<file path="src/rtl/core/isr_pkg.sv">
package isr_pkg;

  localparam int INPUT_BITS = 32;
  localparam int ITERS      = (INPUT_BITS + 1) / 2;
  localparam int RAD_BITS   = 2 * ITERS;
  localparam int REM_BITS   = ITERS + 3;
  localparam int ROOT_BITS  = INPUT_BITS / 2 + 1;
  localparam int CNT_BITS   = $clog2(ITERS + 1);

  typedef struct packed {
    logic load;
    logic step;
  } isr_ctl_t;

endpackage

</file>
<file path="src/rtl/core/isr_unit.sv">
module isr_unit
  import isr_pkg::*;
(
  input  logic                         clk,
  input  isr_ctl_t                     ctl,
  input  logic signed [INPUT_BITS-1:0] value,
  output logic signed [ROOT_BITS-1:0]  root
);

  logic [RAD_BITS-1:0] rad_r, rad_nxt;
  logic [REM_BITS-1:0] rem_r, rem_nxt;
  logic [ITERS-1:0]    q_r, q_nxt;
  logic                neg_r, neg_nxt;

  logic [REM_BITS-1:0] rem_sh;
  logic [REM_BITS-1:0] trial;
  logic                ge;
  logic                up;
  logic [ITERS:0]      rounded;

  assign rem_sh = {rem_r[REM_BITS-3:0], rad_r[RAD_BITS-1 -: 2]};
  assign trial  = REM_BITS'({q_r, 2'b01});
  assign ge     = (rem_sh >= trial);

  always_comb begin
    rad_nxt = rad_r;
    rem_nxt = rem_r;
    q_nxt   = q_r;
    neg_nxt = neg_r;
    if (ctl.load) begin
      rad_nxt = RAD_BITS'($unsigned(value));
      rem_nxt = '0;
      q_nxt   = '0;
      neg_nxt = value[INPUT_BITS-1];
    end else if (ctl.step) begin
      rad_nxt = rad_r << 2;
      rem_nxt = ge ? (rem_sh - trial) : rem_sh;
      q_nxt   = {q_r[ITERS-2:0], ge};
    end
  end

  always_ff @(posedge clk) begin
    rad_r <= rad_nxt;
    rem_r <= rem_nxt;
    q_r   <= q_nxt;
    neg_r <= neg_nxt;
  end

  // round up when the remainder exceeds the floor root
  assign up      = (rem_r > REM_BITS'(q_r));
  assign rounded = {1'b0, q_r} + (ITERS+1)'(up);
  assign root    = neg_r ? {ROOT_BITS{1'b1}} : ROOT_BITS'(rounded);

endmodule

</file>
<file path="src/rtl/core/integer_sqrt_rounded_core.sv">
// Rounded integer square root.
// Input channel: in_valid / in_stall carry in_value, a signed 32-bit integer.
// Result channel: out_valid / out_stall carry out_root, a signed 17-bit value,
// the square root rounded to nearest, or -1 when in_value is negative.
// A transaction completes at a rising edge with valid high and stall low.
// One bit-pair of the radicand enters the root unit per cycle, so a
// transaction takes 16 iterations (ITERS in general) and then a rounding
// step; a new input is taken only after the rounding step has passed the
// result to the output register.
// in_stall is high while an item is being worked on.
// The finished result sits in an output register; the next input can be taken
// while it waits. If a second result is ready while the receiver still stalls,
// the rounding step holds until the output register frees up.
// rst_n is synchronous and active low: it drops any item in flight and clears
// out_valid. A stalled result holds its value.
module integer_sqrt_rounded_core
  import isr_pkg::*;
(
  input  logic                         clk,
  input  logic                         rst_n,
  input  logic                         in_valid,
  output logic                         in_stall,
  input  logic signed [INPUT_BITS-1:0] in_value,
  output logic                         out_valid,
  input  logic                         out_stall,
  output logic signed [ROOT_BITS-1:0]  out_root
);

  typedef enum logic [1:0] {
    IDLE,
    RUN,
    ROUND
  } state_t;

  state_t                     state_r;
  logic [CNT_BITS-1:0]        cnt_r;
  logic                       out_valid_r;
  logic signed [ROOT_BITS-1:0] out_root_r;

  isr_ctl_t                   ctl;
  logic signed [ROOT_BITS-1:0] root;
  logic                       out_free;

  assign out_free = !out_valid_r || !out_stall;

  always_comb begin
    ctl.load = (state_r == IDLE) && in_valid;
    ctl.step = (state_r == RUN);
  end

  isr_unit u_unit (
    .clk   (clk),
    .ctl   (ctl),
    .value (in_value),
    .root  (root)
  );

  always_ff @(posedge clk) begin
    if (!rst_n) begin
      state_r     <= IDLE;
      cnt_r       <= '0;
      out_valid_r <= 1'b0;
    end else begin
      if (out_valid_r && !out_stall && (state_r != ROUND)) begin
        out_valid_r <= 1'b0;
      end
      unique case (state_r)
        IDLE: begin
          if (in_valid) begin
            cnt_r   <= '0;
            state_r <= RUN;
          end
        end
        RUN: begin
          cnt_r <= cnt_r + 1'b1;
          if (cnt_r == CNT_BITS'(ITERS - 1)) begin
            state_r <= ROUND;
          end
        end
        ROUND: begin
          if (out_free) begin
            out_root_r  <= root;
            out_valid_r <= 1'b1;
            state_r     <= IDLE;
          end else begin
            out_valid_r <= out_valid_r;
          end
        end
        default: begin
          state_r <= IDLE;
        end
      endcase
    end
  end

  assign in_stall  = (state_r != IDLE);
  assign out_valid = out_valid_r;
  assign out_root  = out_root_r;

endmodule

</file>
<file path="config.mk">
export PLATFORM = sky130hd
export DESIGN_NAME = integer_sqrt_rounded_core
export DESIGN_NICKNAME = d
export VERILOG_FILES = /design/src/rtl/core/isr_pkg.sv /design/src/rtl/core/isr_unit.sv /design/src/rtl/core/integer_sqrt_rounded_core.sv
export SDC_FILE = /design/constraint.sdc
export NUM_CORES = 1
export LEC_CHECK = 0
export BUFFER_PORTS_ARGS = -buffer_cell sky130_fd_sc_hd__buf_2
export CAP_MARGIN = 20
export CORE_MARGIN = 1
export CORE_UTILIZATION = 45
export CTS_BUF_LIST = sky130_fd_sc_hd__clkbuf_8
export CTS_CLUSTER_DIAMETER = 100
export DETAILED_ROUTE_END_ITERATION = 10
export GPL_ROUTABILITY_DRIVEN = 0
export MAX_ROUTING_LAYER = met4
export PLACE_DENSITY = 0.71
export SKIP_LAST_GASP = 1
export SLEW_MARGIN = 20
export SYNTH_ARGS = -nofsm -noshare
export SYNTH_HDL_FRONTEND = slang
export SYNTH_SLANG_ARGS = --single-unit
</file>
<file path="constraint.sdc">
create_clock -name clk -period 4.5 [get_ports clk]
set_input_delay 0.225 -clock clk [delete_from_list [all_inputs] [get_ports clk]]
set_output_delay 0.225 -clock clk [all_outputs]
set_load 0.02 [all_outputs]
</file>
# Word-level counts from Yosys, hierarchy flattened
# Index checks and enable logic that the tools add are counted.
dict set report totals {
  regBits 93
  in_bits 36
}
dict set report classes {
  add_sub_neg 3
  magnitude_cmp 2
  eq_ne 7
  muxes 12
  n_reduce_logical 15
}
# op n
set ops {}
lappend ops {{32-bit 2-to-1 mux} 2}
lappend ops {{19-bit by 18-bit >= comparator with 1-bit output} 1}
lappend ops {{19-bit by 16-bit > comparator with 1-bit output} 1}
lappend ops {{19-bit 2-to-1 mux} 1}
lappend ops {{19-bit by 18-bit subtractor with 19-bit output} 1}
lappend ops {{16-bit by 1-bit adder with 17-bit output} 1}
lappend ops {{5-bit one-hot mux with 2 select lines} 1}
lappend ops {{2-bit nonzero test} 4}
lappend ops {{2-bit 2-to-1 mux} 3}
lappend ops {{2-bit inequality test (second input constant)} 3}
lappend ops {{2-bit one-hot mux with 3 select lines} 1}
lappend ops {{3-bit AND reduction} 2}
lappend ops {{5-bit by 1-bit adder with 5-bit output (second input constant)} 1}
lappend ops {{5-bit by 4-bit equality test with 1-bit output (second input constant)} 1}
lappend ops {{5-bit 2-to-1 mux} 1}
lappend ops {{2-bit AND reduction} 2}
lappend ops {{1-bit logical AND} 3}
lappend ops {{1-bit 2-to-1 mux} 3}
lappend ops {{2-bit by 1-bit equality test with 1-bit output (second input constant)} 1}
lappend ops {{2-bit equality test (second input constant)} 1}
lappend ops {{1-bit logical NOT} 2}
lappend ops {{2-bit logical NOT} 1}
lappend ops {{2-bit by 1-bit inequality test with 1-bit output (second input constant)} 1}
lappend ops {{1-bit logical OR} 1}

# Depth between registers and ports, before layout
dict set report logic_depth {
  word_depth 5
  depth_mapped 17
}

# Hierarchy
# A second synthesis with hierarchy kept.
dict set report unflattened {
  cells_unflattened 514
  hier_area_um2 5307.6
}
# module instances cells_each area_each_um2 seq_area_each_um2
set modules_own_cells {}
lappend modules_own_cells {isr_unit 1 454 4426.7 1691.6}
lappend modules_own_cells {integer_sqrt_rounded_core 1 60 880.8 670.6}

# Worst setup path before layout
# Ideal clock, no wire load.
dict set report synth_path {
  path_type {register -> register}
  from {reg u_unit.q_r[6]}
  to {reg out_root_r[15], in the netlist out_root[15], data pin}
  setup_time_ns 0.268
  arrival_time_ns 3.074
  t_required_ns 4.232
  setup_slack_ns 1.159
  stages_incl_launch_ff 18
  path_buffers 1
  path_cell_list {dfxtp_1 > inv_1 > ha_1 > buf_2 > nand2_1 > or3b_2 > a41oi_1 > a21oi_1 > o21ai_0 > a21o_1 > a211o_1 > ha_1 > nand3_1 > or2_2 > nor2_1 > nand4_1 > xnor2_1 > nand2_1}
}
dict set report synth_between {
  elab_chain_cells 2
}
# element line_no
set synth_rtl {}
lappend synth_rtl {{start: declaration} isr_unit.sv:12} ;# logic [ITERS-1:0] q_r, q_nxt;
lappend synth_rtl {{start signal: assignment} isr_unit.sv:45} ;# q_r <= q_nxt;
lappend synth_rtl {{19-bit by 16-bit > comparator with 1-bit output} isr_unit.sv:50} ;# assign up = (rem_r > REM_BITS'(q_r));
lappend synth_rtl {{16-bit by 1-bit adder with 17-bit output *} isr_unit.sv:51} ;# assign rounded = {1'b0, q_r} + (ITERS+1)'(up);
lappend synth_rtl {{end signal: assignment} integer_sqrt_rounded_core.sv:82} ;# out_root_r <= root;
lappend synth_rtl {{end: declaration} integer_sqrt_rounded_core.sv:38} ;# logic signed [ROOT_BITS-1:0] out_root_r;
# Every way passes the cells marked *; elsewhere a longest branch is shown, timed or not.
# A chain may end at the register's enable or synchronous reset.

# Worst setup path after layout
# Same ends and word-level chain as after synthesis.

==> metrics.md <==
| Metric | Value |
|---|---|
| DIE AREA | `about 12000 um2` |
| Post-layout net count | `just under 700` |
| Least-Margin Pin Slew | `slightly above 1 ns` |
| Final Setup Violations | `0` |
| H-Tree Depth | `3` |
| Synth Area in Adders | `0.0569` |
| Detailed placement HPWL | `roughly 7.3 mm` |
| Post-synth EDFFs | `50` |
| Die W | `108 um` |
| WL/cell | `between 10 and 15 um` |
| Largest net degree at the start of global routing | `70` |
| First-pass GRT wire length | `17.3 mm` |
| Final period util | `0.835` |
| Number of clock sinks | `between 90 and 100` |
| Syn nets | `about 640` |
| Pre-Repair DR Iteration Count | `5` |
| Root Driver | `clkbuf_8` |
| Seq/Total Area, Yosys | `0.467` |
| Crit path kind | `reg -> reg` |
| Largest area contributor in the netlist | `edfxtp_1` |
| Async SR Flop Fraction | `0` |
| TNS Setup | `0 ns` |
| CTS Buffer Depth | `2` |
| Reg2reg start | `u_unit.q_r[6]` |
| CTS Buf Count | `9` |
| Initial antenna violation count | `0` |
| Clk_skew | `roughly 0.0075 ns` |
| Main synth FF type | `edfxtp_1` |
| Compound-Gate Fraction of Synth Area | `0.146` |
| Final Hold Viols | `0` |
| Synthesized area per cell | `8.76 um2` |
| Routed wire length | `around 10 mm` |
| Max Fclk | `0.266 GHz` |
| DRT antenna net count | `0` |
| Core area | `roughly 11000 um2` |
| Startpoint Class | `flip-flop` |
| Highest ir drop seen on vdd | `~210 uV` |
| Setup Fix Bufs, Post-CTS | `0` |
| Synth top area cells | `edfxtp_1 (30%), dfxtp_1 (17%), nand2_1 (9.4%), ha_1 (5.7%), o21ai_0 (5.1%)` |
| Skew-Pair Late Insertion Delay | `0.37 ns` |
| Layout cells sized above 1 | `0.141` |
| Final Power | `approximately 3200 uW` |
| CTS resizes | `0` |
| Worst Setup End Kind | `flip-flop` |
| Fill count | `1019` |
| Yosys warns | `0` |
| Area Growth Syn to Fin | `11.1%` |
| Synth Area in XOR/XNOR | `0.0398` |
| Row Count | `38` |
| Placed Area | `5400 um2` |
| Min Hold Slack | `roughly 0.057 ns` |
| Vias | `4110` |
| Diode count | `0` |
| Mean number of vias per cell | `5.39` |
| Post-route minimum period | `between 3 and 4 ns` |
| Slew HR | `0.315` |
| RSZ-0062 raised after global routing | `false` |
| Post-Synth Simple-Gate Area | `0.236` |
| Drt initial violations | `about 240` |
| Port bufs | `54` |
| # IOs | `55` |
| R2R cell count | `16` |
| Syn Inst Count | `about 580` |
| Vias in the first global route | `between 3000 and 4000` |
| PD cells | `around 570 nW/um2` |
| Worst EP arrival | `roughly 3.9 ns` |
| Hold/Removal Path Class | `in -> reg` |
| Final Cell Area | `approximately 5600 um2` |
| Clock Pin Slew Worst Setup and Hold Paths | `approximately 0.090 ns` |
| Hold_buf cts | `0` |
| Final slew viol count | `0` |
| Share of the synthesized area in the top cell type | `0.297` |
| DRC | `0` |
| Cell Area, Synth | `5060 um2` |
| Starting Density | `0.464` |
| Worst Path Required | `approximately 4.6 ns` |
| Gr ovfl total | `0` |
| Worst-path maximum fanout | `7` |
| Library cells used by synthesis | `56` |
| P_leak | `around 0.0024 uW` |
| Seq cells post-synth | `93` |
| Top-count cell post-synth | `nand2_1` |
| Status | `completed` |
| TritonCTS clock tree | `yes` |
| Main combinational cell family by area after synthesis | `simple AND/OR/NAND/NOR gates` |
| Max-cap violations | `0` |
| Gr usage total | `0.194` |
| Post-synthesis mux area share | `0.00396` |
| Hold Startpoint | `in_value[31]` |
| Hold Crit Depth | `1` |
| Crit path from | `u_unit.q_r[6]` |
| Most frequent cells after synthesis | `nand2_1 (127), o21ai_0 (52), edfxtp_1 (50), nand3_1 (47), dfxtp_1 (43)` |
| Overall die height | `around 110 um` |
## logic make-up (layout without fill, tap and decap cells)
group / after synthesis / in the layout
compound gates: 121 / 121
mux: 2 / 2
fa+ha+maj: 23 / 23
simple gates: 258 / 258
buf+inv: 57 / 102
flops: 93 / 93
xor+xnor: 23 / 23
## cell type report
cell class | count | area [um2] | share of cell area
Clock inverter | 7 | 95.1 | 0.0169
Inverter | 26 | 97.6 | 0.0174
Sequential cell | 93 | 2360 | 0.421
Clock buffer | 9 | 124 | 0.0221
Multi-Input combinational cell | 427 | 2450 | 0.436
Tap cell | 140 | 175 | 0.0312
Timing Repair Buffer | 60 | 315 | 0.0561
## state kept, by name, indices dropped and copies added, names as in the netlist
| register | flops |
|---|---|
| out_root | 17 |
| u_unit.rem_r | 19 |
| cnt_r | 5 |
| u_unit.rad_r | 32 |
| u_unit.q_r | 16 |
| out_valid | 1 |
| state_r | 2 |
| u_unit.neg_r | 1 |
## layout by cell type (no fill, tap or decap), types with 15 or more instances in the layout
| cell | n |
|---|---|
| a21oi_1 | 28 |
| buf_2 | 54 |
| dfxtp_1 | 43 |
| edfxtp_1 | 50 |
| ha_1 | 23 |
| inv_1 | 26 |
| nand2_1 | 126 |
| nand3_1 | 47 |
| nor2_1 | 27 |
| o21ai_0 | 52 |
| xnor2_1 | 15 |
## critical path, cell delays in order (launching register included)
cell     delay [ns]
dfxtp_1        0.39
inv_1          0.12
ha_1           0.44
nand2_1        0.10
or3b_2         0.46
a41oi_1        0.22
a21oi_1        0.06
o21ai_0        0.16
a21o_1         0.14
a211o_1        0.17
ha_1           0.22
nand3_1        0.18
or2_2          0.37
nor2_1         0.14
nand4_1        0.12
xnor2_1        0.15
nand2_1        0.07
## final timing paths
check,endpoint,slack (ns)
max reg2reg,out_root[15],0.74
min,u_unit.neg_r,0.06
max,out_root[15],0.74
min reg2reg,u_unit.q_r[15],0.48
## through the flow
| stage | std cells | setup slack [ns] | util |
|---|---|---|---|
| floorplan | 577 | 1.16 | - |
| global placement | 746 | 0.923 | 0.496 |
| detailed placement | 746 | 0.794 | 0.496 |
| CTS | 762 | 0.762 | 0.516 |
| global route | 762 | 0.472 | 0.516 |
| finish | 762 | 0.742 | 0.516 |
## metal layers
layer / part of all wire / up-vias / GRT usage / wire length [um]
met2: 0.47 / 96 / 0.302 / 4930
met4: 0.017 / 0 / 0.0753 / 174
met1: 0.47 / 1886 / 0.250 / 4960
met3: 0.037 / 22 / 0.0356 / 387
met5: 0 / - / - / 0
li1: - / 2106 / - / -
## power breakdown
part           leakage (uW)  switching [uW]  internal, uW
sequential         0.000835            84.4          1030
combinational       0.00141             891           595
clock              0.000112             304           316
total               0.00236            1280          1940
Power figures use the tool's default switching activity.
